<file path="src/hw/rtl/gcvq_pkg.sv">
// ============================================================================
// gcvq_pkg: shared definitions for the genotype count variant filter
// Field widths, fixed-point formats, genotype codes and register indexes.
// ============================================================================
package gcvq_pkg;

  // Largest number of samples counted per variant; the sample tally saturates.
  localparam int MAX_SAMPLES = 65535;
  localparam int SAMPLE_W    = $clog2(MAX_SAMPLES + 1);

  // Input field widths.
  localparam int DEPTH_W = 16;
  localparam int QUAL_W  = 8;
  localparam int GT_W    = 2;

  // Call tallies and the quantities derived from them.
  localparam int TALLY_W  = 16;
  localparam int PAIR_W   = TALLY_W + 1;
  localparam int ALLELE_W = TALLY_W + 2;
  localparam int CALLS_W  = TALLY_W + 2;
  localparam int TOTAL_W  = TALLY_W + 3;
  localparam int MINOR_W  = 17;

  // Unsigned Q0.16 fractions, held in 17 bits so that 1.0 is representable.
  localparam int FRAC_W = 16;
  localparam int Q_W    = FRAC_W + 1;

  // Products used by the frequency and call-rate tests.
  localparam int FREQ_PROD_W = Q_W + TOTAL_W;
  localparam int RATE_PROD_W = Q_W + SAMPLE_W;
  localparam int CMP_W = (RATE_PROD_W > FREQ_PROD_W) ? RATE_PROD_W : FREQ_PROD_W;

  localparam logic [TALLY_W-1:0]  TALLY_MAX   = '1;
  localparam logic [SAMPLE_W-1:0] SAMPLE_MAX  = SAMPLE_W'(MAX_SAMPLES);
  localparam logic [MINOR_W-1:0]  MINOR_MAX   = '1;

  // Genotype codes.
  localparam logic [GT_W-1:0] GT_HOM_REF = 2'd0;
  localparam logic [GT_W-1:0] GT_HET     = 2'd1;
  localparam logic [GT_W-1:0] GT_HOM_ALT = 2'd2;

  // Configuration bus.
  localparam int APB_DATA_W = 32;
  localparam int APB_ADDR_W = 5;
  localparam int REG_IDX_W  = 3;

  typedef enum logic [REG_IDX_W-1:0] {
    REG_MIN_DEPTH       = 3'd0,
    REG_MIN_QUALITY     = 3'd1,
    REG_MIN_FREQ        = 3'd2,
    REG_MAX_FREQ        = 3'd3,
    REG_MIN_CALL_RATE   = 3'd4,
    REG_MIN_MINOR_COUNT = 3'd5,
    REG_MAX_MINOR_COUNT = 3'd6,
    REG_KEEP_SINGLETONS = 3'd7
  } cfg_reg_t;

endpackage

</file>
<file path="src/hw/rtl/gcvq_ifs.sv">
// ============================================================================
// gcvq_ifs: stream interfaces of the genotype count variant filter
// One interface for sample calls coming in and one for variant results.
// ============================================================================
interface gcvq_in_if import gcvq_pkg::*; ();
  logic                valid;
  logic                ready;
  logic [DEPTH_W-1:0]  depth;
  logic [QUAL_W-1:0]   quality;
  logic [GT_W-1:0]     genotype;
  logic                last_sample;

  modport source (output valid, depth, quality, genotype, last_sample, input ready);
  modport sink   (input valid, depth, quality, genotype, last_sample, output ready);
endinterface

interface gcvq_out_if import gcvq_pkg::*; ();
  logic                valid;
  logic                ready;
  logic [TALLY_W-1:0]  hom_ref_count;
  logic [TALLY_W-1:0]  het_count;
  logic [TALLY_W-1:0]  hom_alt_count;
  logic [MINOR_W-1:0]  minor_count;
  logic                passes;

  modport source (output valid, hom_ref_count, het_count, hom_alt_count, minor_count, passes,
                  input ready);
  modport sink   (input valid, hom_ref_count, het_count, hom_alt_count, minor_count, passes,
                  output ready);
endinterface

</file>
<file path="src/hw/rtl/genotype_count_variant_qc.sv">
// ============================================================================
// genotype_count_variant_qc: per-variant genotype tally and quality filter
// Counts qualified genotype calls per variant and emits counts and a pass flag.
// ============================================================================
// The block takes one sample call per clock cycle on in_chan and produces one
// result on out_chan for every call that carries last_sample. A final call
// passes the input register, where the running tallies are updated, then the
// allele sums, the three multiplications and the filter comparisons into the
// output register. The running tally update is the only feedback loop, so the
// block sustains one call per cycle as long as results are taken; a stalled
// result holds back the input only once every later stage is full and a
// final call waits in the input register; until then, non-final calls keep
// flowing into the tallies. The user must write registers over the APB port
// only while no variant is in flight; the block does not enforce this. Each
// register sits at byte address 4 times its index and reads back its value.
module genotype_count_variant_qc import gcvq_pkg::*; (
  input  logic                  clk,
  input  logic                  rst_n,
  gcvq_in_if.sink               in_chan,
  gcvq_out_if.source            out_chan,
  input  logic                  psel,
  input  logic                  penable,
  input  logic                  pwrite,
  input  logic [APB_ADDR_W-1:0] paddr,
  input  logic [APB_DATA_W-1:0] pwdata,
  output logic [APB_DATA_W-1:0] prdata,
  output logic                  pready
);

  // --------------------------------------------------------------------------
  // Stage payload types.
  // --------------------------------------------------------------------------
  typedef struct packed {
    logic [DEPTH_W-1:0] depth;
    logic [QUAL_W-1:0]  quality;
    logic [GT_W-1:0]    genotype;
    logic               last_sample;
  } call_t;

  typedef struct packed {
    logic [TALLY_W-1:0]  ref_cnt;
    logic [TALLY_W-1:0]  het_cnt;
    logic [TALLY_W-1:0]  alt_cnt;
    logic [SAMPLE_W-1:0] smp_cnt;
  } tally_t;

  typedef struct packed {
    logic [TALLY_W-1:0]  ref_cnt;
    logic [TALLY_W-1:0]  het_cnt;
    logic [TALLY_W-1:0]  alt_cnt;
    logic [SAMPLE_W-1:0] smp_cnt;
    logic [ALLELE_W-1:0] minor;
    logic [TOTAL_W-1:0]  total;
    logic [CALLS_W-1:0]  calls;
    logic                cnt_ok;
    logic                allele_ok;
    logic                single_ok;
  } sums_t;

  typedef struct packed {
    logic [TALLY_W-1:0]     ref_cnt;
    logic [TALLY_W-1:0]     het_cnt;
    logic [TALLY_W-1:0]     alt_cnt;
    logic [ALLELE_W-1:0]    minor;
    logic [CALLS_W-1:0]     calls;
    logic [RATE_PROD_W-1:0] rate_rhs;
    logic [FREQ_PROD_W-1:0] freq_lo;
    logic [FREQ_PROD_W-1:0] freq_hi;
    logic                   cnt_ok;
    logic                   allele_ok;
    logic                   single_ok;
  } prod_t;

  typedef struct packed {
    logic [TALLY_W-1:0] hom_ref_count;
    logic [TALLY_W-1:0] het_count;
    logic [TALLY_W-1:0] hom_alt_count;
    logic [MINOR_W-1:0] minor_count;
    logic               passes;
  } result_t;

  // --------------------------------------------------------------------------
  // Configuration registers.
  // --------------------------------------------------------------------------
  logic [DEPTH_W-1:0] min_depth_r;
  logic [QUAL_W-1:0]  min_quality_r;
  logic [Q_W-1:0]     min_freq_r;
  logic [Q_W-1:0]     max_freq_r;
  logic [Q_W-1:0]     min_call_rate_r;
  logic [MINOR_W-1:0] min_minor_count_r;
  logic [MINOR_W-1:0] max_minor_count_r;
  logic               keep_singletons_r;

  cfg_reg_t cfg_idx;
  logic     cfg_wr;

  // The low address bits are not decoded, so any byte address within a word
  // reaches that word's register.
  assign cfg_idx = cfg_reg_t'(paddr[APB_ADDR_W-1:2]);
  assign cfg_wr  = psel && penable && pwrite;
  assign pready  = 1'b1;

  always_ff @(posedge clk) begin
    if (!rst_n) begin
      min_depth_r       <= '0;
      min_quality_r     <= '0;
      min_freq_r        <= '0;
      max_freq_r        <= Q_W'(1) << FRAC_W;
      min_call_rate_r   <= '0;
      min_minor_count_r <= '0;
      max_minor_count_r <= MINOR_MAX - MINOR_W'(1);
      keep_singletons_r <= 1'b0;
    end else if (cfg_wr) begin
      unique case (cfg_idx)
        REG_MIN_DEPTH:       min_depth_r       <= pwdata[DEPTH_W-1:0];
        REG_MIN_QUALITY:     min_quality_r     <= pwdata[QUAL_W-1:0];
        REG_MIN_FREQ:        min_freq_r        <= pwdata[Q_W-1:0];
        REG_MAX_FREQ:        max_freq_r        <= pwdata[Q_W-1:0];
        REG_MIN_CALL_RATE:   min_call_rate_r   <= pwdata[Q_W-1:0];
        REG_MIN_MINOR_COUNT: min_minor_count_r <= pwdata[MINOR_W-1:0];
        REG_MAX_MINOR_COUNT: max_minor_count_r <= pwdata[MINOR_W-1:0];
        REG_KEEP_SINGLETONS: keep_singletons_r <= pwdata[0];
      endcase
    end
  end

  always_comb begin
    unique case (cfg_idx)
      REG_MIN_DEPTH:       prdata = APB_DATA_W'(min_depth_r);
      REG_MIN_QUALITY:     prdata = APB_DATA_W'(min_quality_r);
      REG_MIN_FREQ:        prdata = APB_DATA_W'(min_freq_r);
      REG_MAX_FREQ:        prdata = APB_DATA_W'(max_freq_r);
      REG_MIN_CALL_RATE:   prdata = APB_DATA_W'(min_call_rate_r);
      REG_MIN_MINOR_COUNT: prdata = APB_DATA_W'(min_minor_count_r);
      REG_MAX_MINOR_COUNT: prdata = APB_DATA_W'(max_minor_count_r);
      REG_KEEP_SINGLETONS: prdata = APB_DATA_W'(keep_singletons_r);
    endcase
  end

  // --------------------------------------------------------------------------
  // Pipeline flow control. Each stage takes new data when it is empty or when
  // its contents move on. Only calls that end a variant enter the stages after
  // the input register; the others are absorbed into the tallies.
  // --------------------------------------------------------------------------
  logic    s0_vld_r, s0_vld_nxt;
  logic    s1_vld_r, s1_vld_nxt;
  logic    s2_vld_r, s2_vld_nxt;
  logic    s3_vld_r, s3_vld_nxt;
  logic    out_vld_r, out_vld_nxt;
  call_t   s0_r;
  tally_t  s1_r, s1_nxt;
  sums_t   s2_r, s2_nxt;
  prod_t   s3_r, s3_nxt;
  result_t out_r, out_nxt;
  tally_t  tally_r, tally_nxt;

  logic out_rdy, s3_rdy, s2_rdy, s1_rdy, s0_adv, in_rdy;

  assign out_rdy = !out_vld_r || out_chan.ready;
  assign s3_rdy  = !s3_vld_r || out_rdy;
  assign s2_rdy  = !s2_vld_r || s3_rdy;
  assign s1_rdy  = !s1_vld_r || s2_rdy;
  assign s0_adv  = s0_vld_r && (!s0_r.last_sample || s1_rdy);
  assign in_rdy  = !s0_vld_r || s0_adv;

  assign in_chan.ready = in_rdy;

  always_comb begin
    s0_vld_nxt  = in_rdy ? in_chan.valid : s0_vld_r;
    s1_vld_nxt  = s1_rdy ? (s0_adv && s0_r.last_sample) : s1_vld_r;
    s2_vld_nxt  = s2_rdy ? s1_vld_r : s2_vld_r;
    s3_vld_nxt  = s3_rdy ? s2_vld_r : s3_vld_r;
    out_vld_nxt = out_rdy ? s3_vld_r : out_vld_r;
  end

  // --------------------------------------------------------------------------
  // Stage 0: input register and running tallies. A call counts only when both
  // its depth and quality meet the minimums; missing genotypes never count,
  // but every call is a sample. All tallies saturate rather than wrap.
  // --------------------------------------------------------------------------
  logic   qual;
  tally_t tally_upd;

  assign qual = (s0_r.depth >= min_depth_r) && (s0_r.quality >= min_quality_r);

  always_comb begin
    tally_upd = tally_r;
    if (qual && s0_r.genotype == GT_HOM_REF && tally_r.ref_cnt != TALLY_MAX) begin
      tally_upd.ref_cnt = tally_r.ref_cnt + TALLY_W'(1);
    end
    if (qual && s0_r.genotype == GT_HET && tally_r.het_cnt != TALLY_MAX) begin
      tally_upd.het_cnt = tally_r.het_cnt + TALLY_W'(1);
    end
    if (qual && s0_r.genotype == GT_HOM_ALT && tally_r.alt_cnt != TALLY_MAX) begin
      tally_upd.alt_cnt = tally_r.alt_cnt + TALLY_W'(1);
    end
    if (tally_r.smp_cnt < SAMPLE_MAX) begin
      tally_upd.smp_cnt = tally_r.smp_cnt + SAMPLE_W'(1);
    end

    // The final call of a variant hands its totals on and starts afresh.
    tally_nxt = tally_r;
    if (s0_adv) begin
      tally_nxt = s0_r.last_sample ? '0 : tally_upd;
    end
    s1_nxt = tally_upd;
  end

  // --------------------------------------------------------------------------
  // Stage 1: allele sums, minor and major, and the simple count filters.
  // --------------------------------------------------------------------------
  logic [ALLELE_W-1:0] ref_sum, alt_sum, major, minor;
  logic [PAIR_W-1:0]   ref_het, het_alt;

  always_comb begin
    ref_sum = ALLELE_W'({s1_r.ref_cnt, 1'b0}) + ALLELE_W'(s1_r.het_cnt);
    alt_sum = ALLELE_W'({s1_r.alt_cnt, 1'b0}) + ALLELE_W'(s1_r.het_cnt);
    major   = (ref_sum >= alt_sum) ? ref_sum : alt_sum;
    minor   = (ref_sum >= alt_sum) ? alt_sum : ref_sum;
    ref_het = PAIR_W'(s1_r.ref_cnt) + PAIR_W'(s1_r.het_cnt);
    het_alt = PAIR_W'(s1_r.het_cnt) + PAIR_W'(s1_r.alt_cnt);

    s2_nxt.ref_cnt   = s1_r.ref_cnt;
    s2_nxt.het_cnt   = s1_r.het_cnt;
    s2_nxt.alt_cnt   = s1_r.alt_cnt;
    s2_nxt.smp_cnt   = s1_r.smp_cnt;
    s2_nxt.minor     = minor;
    s2_nxt.total     = TOTAL_W'(major) + TOTAL_W'(minor);
    s2_nxt.calls     = CALLS_W'(s1_r.ref_cnt) + CALLS_W'(s1_r.het_cnt)
                     + CALLS_W'(s1_r.alt_cnt);
    s2_nxt.cnt_ok    = (minor >= ALLELE_W'(min_minor_count_r))
                    && (minor <= ALLELE_W'(max_minor_count_r));
    s2_nxt.allele_ok = (major != '0) && (minor != '0);
    // A variant carried by a single call on either side is a singleton.
    s2_nxt.single_ok = keep_singletons_r
                    || ((ref_het != PAIR_W'(1)) && (het_alt != PAIR_W'(1)));
  end

  // --------------------------------------------------------------------------
  // Stage 2: the three products that scale the thresholds, so that the
  // fraction tests compare exact integers with no rounding.
  // --------------------------------------------------------------------------
  always_comb begin
    s3_nxt.ref_cnt   = s2_r.ref_cnt;
    s3_nxt.het_cnt   = s2_r.het_cnt;
    s3_nxt.alt_cnt   = s2_r.alt_cnt;
    s3_nxt.minor     = s2_r.minor;
    s3_nxt.calls     = s2_r.calls;
    s3_nxt.rate_rhs  = RATE_PROD_W'(min_call_rate_r) * RATE_PROD_W'(s2_r.smp_cnt);
    s3_nxt.freq_lo   = FREQ_PROD_W'(min_freq_r) * FREQ_PROD_W'(s2_r.total);
    s3_nxt.freq_hi   = FREQ_PROD_W'(max_freq_r) * FREQ_PROD_W'(s2_r.total);
    s3_nxt.cnt_ok    = s2_r.cnt_ok;
    s3_nxt.allele_ok = s2_r.allele_ok;
    s3_nxt.single_ok = s2_r.single_ok;
  end

  // --------------------------------------------------------------------------
  // Stage 3: fraction comparisons and the pass decision. The call rate must be
  // strictly above its minimum; the frequency bounds are inclusive.
  // --------------------------------------------------------------------------
  logic [CMP_W-1:0] calls_q, minor_q;
  logic             rate_ok, freq_ok;

  always_comb begin
    calls_q = CMP_W'({s3_r.calls, FRAC_W'(0)});
    minor_q = CMP_W'({s3_r.minor, FRAC_W'(0)});
    rate_ok = calls_q > CMP_W'(s3_r.rate_rhs);
    freq_ok = (minor_q >= CMP_W'(s3_r.freq_lo)) && (minor_q <= CMP_W'(s3_r.freq_hi));

    out_nxt.hom_ref_count = s3_r.ref_cnt;
    out_nxt.het_count     = s3_r.het_cnt;
    out_nxt.hom_alt_count = s3_r.alt_cnt;
    out_nxt.minor_count   = (s3_r.minor > ALLELE_W'(MINOR_MAX)) ? MINOR_MAX
                                                                 : s3_r.minor[MINOR_W-1:0];
    out_nxt.passes        = rate_ok && freq_ok && s3_r.cnt_ok && s3_r.allele_ok
                         && s3_r.single_ok;
  end

  // --------------------------------------------------------------------------
  // Registers.
  // --------------------------------------------------------------------------
  always_ff @(posedge clk) begin
    if (!rst_n) begin
      s0_vld_r  <= 1'b0;
      s1_vld_r  <= 1'b0;
      s2_vld_r  <= 1'b0;
      s3_vld_r  <= 1'b0;
      out_vld_r <= 1'b0;
      tally_r   <= '0;
    end else begin
      s0_vld_r  <= s0_vld_nxt;
      s1_vld_r  <= s1_vld_nxt;
      s2_vld_r  <= s2_vld_nxt;
      s3_vld_r  <= s3_vld_nxt;
      out_vld_r <= out_vld_nxt;
      tally_r   <= tally_nxt;
    end
  end

  always_ff @(posedge clk) begin
    if (in_rdy) begin
      s0_r.depth       <= in_chan.depth;
      s0_r.quality     <= in_chan.quality;
      s0_r.genotype    <= in_chan.genotype;
      s0_r.last_sample <= in_chan.last_sample;
    end
    if (s1_rdy) begin
      s1_r <= s1_nxt;
    end
    if (s2_rdy) begin
      s2_r <= s2_nxt;
    end
    if (s3_rdy) begin
      s3_r <= s3_nxt;
    end
    if (out_rdy) begin
      out_r <= out_nxt;
    end
  end

  assign out_chan.valid         = out_vld_r;
  assign out_chan.hom_ref_count = out_r.hom_ref_count;
  assign out_chan.het_count     = out_r.het_count;
  assign out_chan.hom_alt_count = out_r.hom_alt_count;
  assign out_chan.minor_count   = out_r.minor_count;
  assign out_chan.passes        = out_r.passes;

endmodule

</file>
<file path="src/flat_wrapper.sv">
// flat-port wrapper written by rule: the top's interface ports become plain ports
module genotype_count_variant_qc_flat import gcvq_pkg::*;
  (clk, rst_n, psel, penable, pwrite, paddr, pwdata, prdata, pready, in_chan_valid, in_chan_depth, in_chan_quality, in_chan_genotype, in_chan_last_sample, in_chan_ready, out_chan_valid, out_chan_hom_ref_count, out_chan_het_count, out_chan_hom_alt_count, out_chan_minor_count, out_chan_passes, out_chan_ready);
  gcvq_in_if in_chan_i ();
  gcvq_out_if out_chan_i ();
  input  logic clk;
  input  logic rst_n;
  input  logic psel;
  input  logic penable;
  input  logic pwrite;
  input  logic [APB_ADDR_W-1:0] paddr;
  input  logic [APB_DATA_W-1:0] pwdata;
  output logic [APB_DATA_W-1:0] prdata;
  output logic pready;
  input wire logic [$bits(in_chan_i.valid)-1:0] in_chan_valid;
  input wire logic [$bits(in_chan_i.depth)-1:0] in_chan_depth;
  input wire logic [$bits(in_chan_i.quality)-1:0] in_chan_quality;
  input wire logic [$bits(in_chan_i.genotype)-1:0] in_chan_genotype;
  input wire logic [$bits(in_chan_i.last_sample)-1:0] in_chan_last_sample;
  output wire logic [$bits(in_chan_i.ready)-1:0] in_chan_ready;
  output wire logic [$bits(out_chan_i.valid)-1:0] out_chan_valid;
  output wire logic [$bits(out_chan_i.hom_ref_count)-1:0] out_chan_hom_ref_count;
  output wire logic [$bits(out_chan_i.het_count)-1:0] out_chan_het_count;
  output wire logic [$bits(out_chan_i.hom_alt_count)-1:0] out_chan_hom_alt_count;
  output wire logic [$bits(out_chan_i.minor_count)-1:0] out_chan_minor_count;
  output wire logic [$bits(out_chan_i.passes)-1:0] out_chan_passes;
  input wire logic [$bits(out_chan_i.ready)-1:0] out_chan_ready;
  assign in_chan_i.valid = in_chan_valid;
  assign in_chan_i.depth = in_chan_depth;
  assign in_chan_i.quality = in_chan_quality;
  assign in_chan_i.genotype = in_chan_genotype;
  assign in_chan_i.last_sample = in_chan_last_sample;
  assign in_chan_ready = in_chan_i.ready;
  assign out_chan_valid = out_chan_i.valid;
  assign out_chan_hom_ref_count = out_chan_i.hom_ref_count;
  assign out_chan_het_count = out_chan_i.het_count;
  assign out_chan_hom_alt_count = out_chan_i.hom_alt_count;
  assign out_chan_minor_count = out_chan_i.minor_count;
  assign out_chan_passes = out_chan_i.passes;
  assign out_chan_i.ready = out_chan_ready;
  genotype_count_variant_qc u_core (.clk(clk), .rst_n(rst_n), .in_chan(in_chan_i), .out_chan(out_chan_i), .psel(psel), .penable(penable), .pwrite(pwrite), .paddr(paddr), .pwdata(pwdata), .prdata(prdata), .pready(pready));
endmodule
</file>
<file path="config.mk">
export PLATFORM = sky130hd
export DESIGN_NAME = genotype_count_variant_qc_flat
export DESIGN_NICKNAME = d
export VERILOG_FILES = /design/src/hw/rtl/gcvq_pkg.sv /design/src/hw/rtl/gcvq_ifs.sv /design/src/hw/rtl/genotype_count_variant_qc.sv /design/src/flat_wrapper.sv
export SDC_FILE = /design/constraint.sdc
export NUM_CORES = 2
export LEC_CHECK = 0
export BUFFER_PORTS_ARGS = -buffer_cell sky130_fd_sc_hd__buf_4
export CAP_MARGIN = 5
export CORE_ASPECT_RATIO = 1.4
export CORE_UTILIZATION = 50
export DETAILED_ROUTE_END_ITERATION = 7
export PLACE_DENSITY = 0.74
export SKIP_LAST_GASP = 1
export SLEW_MARGIN = 30
export SYNTH_ARGS = -nofsm -noshare
export SYNTH_HDL_FRONTEND = slang
export SYNTH_SLANG_ARGS = --single-unit
</file>
<file path="constraint.sdc">
create_clock -name clk -period 6.2 [get_ports clk]
set_input_delay 0.93 -clock clk [delete_from_list [all_inputs] [get_ports clk]]
set_output_delay 0.93 -clock clk [all_outputs]
set_load 0.02 [all_outputs]
</file>
# [Yosys cells after proc, flatten, opt, wreduce, memory -nomap -nowiden]
# Cells that the tools add are included.
[totals] out_inout_bits=101 regBits=650 inputBits=71 word_cells=141
[op_classes] reduce_logical=44 mux=8 eq_ne=14 n_lt_le_gt_ge=10 addsub=11 mul=3
[ops] cell="$pmux W32 S8" n=1
[ops] cell="$mul A17 B19 Y36" n=2
[ops] cell="$add A16 B1 Y16 const B" n=4
[ops] cell="$mux W16" n=4
[ops] cell="$mux W64" n=1
[ops] cell="$add A16 B16 Y17" n=3
[ops] cell="$ne A16 B16 Y1 const B" n=3
[ops] cell="$add A17 B16 Y18" n=2
[ops] cell="$ge A34 B36 Y1" n=1
[ops] cell="$le A34 B36 Y1" n=1
[ops] cell="$mux W18" n=2
[ops] cell="$reduce_bool A18 Y1" n=2
[ops] cell="$gt A34 B33 Y1" n=1
[ops] cell="$ne A17 B1 Y1 const B" n=2
[ops] cell="$mul A17 B16 Y33" n=1
[ops] cell="$add A18 B18 Y19" n=1
[ops] cell="$logic_and A1 B1 Y1" n=19
[ops] cell="$add A18 B16 Y18" n=1
[ops] cell="$ge A18 B17 Y1" n=1
[ops] cell="$ge A18 B18 Y1" n=1
[ops] cell="$gt A18 B17 Y1 const B" n=1
[ops] cell="$le A18 B17 Y1" n=1
[ops] cell="$ge A16 B16 Y1" n=1
[ops] cell="$lt A16 B16 Y1 const B" n=1
[ops] cell="other kinds (11)" n=33

# [Depth between registers and ports, before layout]
[depth] ltp_word=8 depth_mapped=29 depth_no_buf=26

# [Worst setup path before layout]
# No wires, ideal clock.
[synth_path] path_type="reg-to-reg" from="register u_core.max_freq_r[7]" to="register u_core.s3_r[38] (netlist bit) (data pin)" synth_period_minus_slack_ns=6.657 t_required_ns=5.940 path_stages_with_launch=23 n_path_buf=2 setup_time_ns=0.260 t_arrival_ns=6.398 setup_slack_ns=-0.457 path_cell_list="dfxtp_1 > clkbuf_1 > buf_1 > nand2_1 > fa_1 > inv_1 > fa_1 > inv_1 > fa_1 > fa_1 > fa_1 > inv_1 > fa_1 > ha_1 > a21o_1 > a21o_1 > a211oi_2 > nand3_1 > a41o_1 > a41o_1 > or4b_1 > a31oi_1 > xnor2_1"
[synth_rtl] item="start, declared" line="genotype_count_variant_qc.sv:88" source="logic [Q_W-1:0] max_freq_r;"
[synth_rtl] item="start signal, assigned" line="genotype_count_variant_qc.sv:108" source="max_freq_r <= Q_W'(1) << FRAC_W;"
[synth_rtl] item="start signal, assigned" line="genotype_count_variant_qc.sv:118" source="REG_MAX_FREQ: max_freq_r <= pwdata[Q_W-1:0];"
[synth_rtl] item="end signal, assigned" line="genotype_count_variant_qc.sv:314" source="s3_r <= s3_nxt;"
[synth_rtl] item="end, declared" line="genotype_count_variant_qc.sv:153" source="prod_t s3_r, s3_nxt;"

==> results.sh <==
export IMPL_clk_latency_ns=0.72
export IMPL_fin_crit_sh=1.04
export IMPL_fin_cells=8237
export IMPL_num_rows=150
export IMPL_die_area_um2=121000
export IMPL_path_clk_slew_ns=0.06
export IMPL_async_reset_ff_frac=0
export IMPL_reg2reg_depth=20
export IMPL_hold_end="u_core.s0_r[11]$_DFFE_PP_"
export IMPL_yosysWarnings=0
export IMPL_drc=0
export IMPL_r2r_start="u_core.s2_r[28]$_DFFE_PP_"
export IMPL_fin_crit_ns=6.46
export IMPL_antenna_found_initial=8
export IMPL_drt_total_wl_mm=167
export IMPL_dp_cells=8051
export IMPL_status="finished, violations left"
export IMPL_cts_root_buf="clkbuf_16"
export IMPL_rr_endpoint="u_core.s3_r[38]$_DFFE_PP_"
export IMPL_firstDrtPassIters=6
export IMPL_ios=172
export IMPL_max_slew_worst_pin_slew_ns=0.996
export IMPL_final_area_um2=69600
export IMPL_clock_skew_ns=0.0685
export IMPL_synth_xor_xnor_area_share=0.0294
export IMPL_synthCells=6156
export IMPL_fmax_ghz=0.155
export IMPL_h_tree_depth=3
export IMPL_setup_viol=10
export IMPL_cap_violations=0
export IMPL_drive_above_1_share=0.151
export IMPL_synth_mux_area_fraction=0.0111
export IMPL_worst_setup_path_type="reg2reg"
export IMPL_required_ns=6.62
export IMPL_num_vias=46294
export IMPL_start_kind="register"
export IMPL_cp_arrival_ns=6.88
export IMPL_nets=7891
export IMPL_portBuffers=138
export IMPL_ys_seq_area_frac=0.293
export IMPL_final_max_slew_viol_count=0
export IMPL_grt_start_max_net_pins=104
export IMPL_crit_family="adder cells"
export IMPL_reg2reg_setup_slack_ns=-0.26
export IMPL_grt_pass1_vias=47956
export IMPL_yosysUniqueCellTypes=106
export IMPL_relSlewSlack=0.334
export IMPL_min_path_type="in2reg"
export IMPL_violations="setup timing"
export IMPL_path_buf_inv=3
export IMPL_cpMostUsedCell="fa_1"
export IMPL_drtIter0Drc=3741
export IMPL_yosys_most_used_dff="edfxtp_1"
export IMPL_powerDensity_nw_per_um2=141
export IMPL_post_route_worst_setup_slack_ns=-0.263
export IMPL_numCtsBuffers=69
export IMPL_viasPerCell=5.62
export IMPL_clock_path_buffers=3
export IMPL_wl_per_cell_um=20.3
export IMPL_die_h_um=412
export IMPL_synth_top_family_by_area="adder cells"
export IMPL_synth_edf_count=466
export IMPL_dp_hpwl_mm=131
export IMPL_start_util=0.503
export IMPL_p_leak_uw=0.0329
export IMPL_area_growth_pct=16.0
export IMPL_gp_congestion=0.963
export IMPL_synth_compound_area_share=0.0913
export IMPL_core_um2=119000
export IMPL_finalHoldViolations=0
export IMPL_netlist_area_um2=60000
export IMPL_hold_buffers=0
export IMPL_slowest_delay_ns=0.58
export IMPL_numClockSinks=645
export IMPL_placed_cell_area_um2=65500
export IMPL_die_w_um=295
export IMPL_crit_chain="buf_12, and2_1, fa_1, fa_1, inv_1, fa_1, fa_1, fa_1, inv_1, fa_1, ha_4, a21o_1, a21o_1, a211oi_2, nand3_2, a41o_1, a41o_1, or4b_1, a31oi_1, xnor2_1"
export IMPL_rsz0062_at_grt="yes"
export IMPL_hp_start="in_chan_depth[0]"
export IMPL_synthSimpleGateAreaFrac=0.147
export IMPL_crit_slowest_cell="fa_1"
export IMPL_ys_ff_latch=645
export IMPL_grt_pass1_wl_mm=260
export IMPL_avgSynthCellArea_um2=9.74
export IMPL_yosys_area_share_adder=0.346
export IMPL_crit_fanout=10
export IMPL_ir_drop_v=0.000244
export IMPL_gr_total_overflow=0
export IMPL_tritoncts="built"
export IMPL_grt_usage=0.279
export IMPL_end_kind="register"
export IMPL_ant_nets=0
export IMPL_hold_depth=1
==> per-stage QoR <==
step | power (uW) | hold slack [ns] | setup slack (ns) | util | setup TNS (ns)
after global routing | 10000 | 0.386 | -0.463 | 0.584 | -5.19
after CTS | 9830 | 0.367 | -0.235 | 0.574 | -1.62
final | 9780 | 0.399 | -0.263 | 0.584 | -1.70
after floorplan | 4980 | 0.400 | -0.00384 | - | -0.00384
after detailed placement | 5210 | 0.405 | -0.381 | 0.550 | -3.89
after global placement | 5200 | 0.401 | -0.310 | 0.550 | -3.10
==> flip-flops by register name (all words and copies together) (netlist names), 18 cells and up <==
signal	flops
u_core.tally_r	64
u_core.s3_r	106
u_core.s0_r	27
u_core.s2_r	120
u_core.minor_q	18
u_core.calls_q	18
u_core.out_nxt	47
u_core.s1_r	64
==> Yosys cell counts (all sizes together), types with 9 or more instances <==
cell type,number,area [um^2]
a211o,15,131
a211oi,29,223
a21o,93,698
a21oi,303,1520
a221oi,15,131
a22oi,13,97.6
a31oi,28,175
a41oi,21,184
and2,324,2030
and3,32,200
and4,9,78.8
buf,48,268
clkbuf,239,897
dfxtp,179,3580
edfxtp,466,14000
fa,692,13900
ha,548,6860
inv,1012,3800
mux2,22,248
mux2i,29,303
nand2,918,3450
nand2b,25,156
nand3,83,425
nand4,34,213
nor2,210,791
nor2b,31,194
nor3,57,290
nor4,29,203
o211ai,29,223
o21a,35,263
o21ai,147,736
o21bai,19,143
o31ai,10,75.1
or2,33,206
or3,26,163
or4,17,128
xnor2,139,1220
xor2,62,543
==> power breakdown <==
group / switching (uW) / leakage (uW) / internal, uW
Clock: 1960 / 0.00123 / 2680
Combinational: 322 / 0.0246 / 171
Sequential: 35.0 / 0.00712 / 4610
Total: 2320 / 0.0329 / 7460
==> repair_timing <==
action,CTS,global route
gates cloned,0,3
pin swaps,24,112
endpoints found under the setup margin,24,29
buffers inserted,11,43
resized for setup,61,183
==> layer usage <==
layer	global-route usage	wire length, um	vias to the layer above
met5	0	63	-
met4	0.184	12500	10
met3	0.0460	11600	576
met2	0.476	82200	1822
met1	0.323	61100	23025
li1	-	-	20861
==> final cells by class <==
class                      count  area, um^2
inverter                    1014        3820
clock buffer                  80        1830
timing repair buffer         626        5170
sequential                   645       17600
antenna                        4        10.0
fill                        9819       49600
tap                         1596        2000
multi-input combinational   4224       38400
clock inverter                48         739
==> worst max path at each step <==
stage / startpoint / to / depth (start not counted)
after floorplan: u_core.s2_r[34]$_DFFE_PP_ / u_core.s3_r[38]$_DFFE_PP_ / 22
after global routing: u_core.s2_r[33]$_DFFE_PP_ / u_core.s3_r[38]$_DFFE_PP_ / 25
final: u_core.s2_r[28]$_DFFE_PP_ / u_core.s3_r[38]$_DFFE_PP_ / 20
after CTS: u_core.s2_r[33]$_DFFE_PP_ / u_core.s3_r[38]$_DFFE_PP_ / 21
after detailed placement: u_core.max_freq_r[4]$_SDFFE_PN0P_ / u_core.s3_r[38]$_DFFE_PP_ / 20
after global placement: u_core.min_freq_r[2]$_SDFFE_PN0P_ / u_core.s3_r[72]$_DFFE_PP_ / 23
==> worst register-to-register path, cell delays in order (launching register included) <==
cell and delay (ns):
edfxtp_1 0.41, buf_12 0.17, and2_1 0.18, fa_1 0.49, fa_1 0.50, inv_1 0.05, fa_1 0.46, fa_1 0.51
fa_1 0.58, inv_1 0.07, fa_1 0.53, ha_4 0.21, a21o_1 0.17, a21o_1 0.17, a211oi_2 0.30, nand3_2 0.15
a41o_1 0.29, a41o_1 0.20, or4b_1 0.47, a31oi_1 0.21, xnor2_1 0.09
==> logic make-up after synthesis <==
logic type	after synthesis
buf+inv	1301
compound gates	852
other cells	2
mux	56
flops	645
xor+xnor	201
simple gates	1858
fa+ha+maj	1241
==> cell usage in the layout (no fill, tap or decap), drive strengths merged, types with 12 or more instances in the layout <==
| cell type | netlist | layout |
|---|---|---|
| dfxtp | 179 | 179 |
| a211oi | 29 | 29 |
| conb | 2 | 16 |
| xnor2 | 139 | 139 |
| a22oi | 13 | 13 |
| or3 | 26 | 26 |
| o21bai | 19 | 19 |
| mux2 | 22 | 22 |
| o211ai | 29 | 29 |
| a31oi | 28 | 28 |
| or2 | 33 | 33 |
| or4 | 17 | 17 |
| nand3 | 83 | 83 |
| fa | 692 | 692 |
| nand2b | 25 | 25 |
| inv | 1012 | 1016 |
| and3 | 32 | 32 |
| edfxtp | 466 | 466 |
| a211o | 15 | 15 |
| a221oi | 15 | 15 |
| nor3 | 57 | 57 |
| xor2 | 62 | 62 |
| ha | 548 | 548 |
| nand4 | 34 | 34 |
| o21ai | 147 | 147 |
| clkinv | 2 | 28 |
| mux2i | 29 | 29 |
| nor4 | 29 | 29 |
| o21a | 35 | 35 |
| a21oi | 303 | 303 |
| nor2 | 210 | 210 |
| a41oi | 21 | 21 |
| buf | 48 | 625 |
| clkbuf | 239 | 81 |
| and2 | 324 | 324 |
| bufinv | 0 | 12 |
| a21o | 93 | 93 |
| nor2b | 31 | 31 |
| nand2 | 918 | 918 |
No activity file was read; power rests on OpenSTA's default activity.
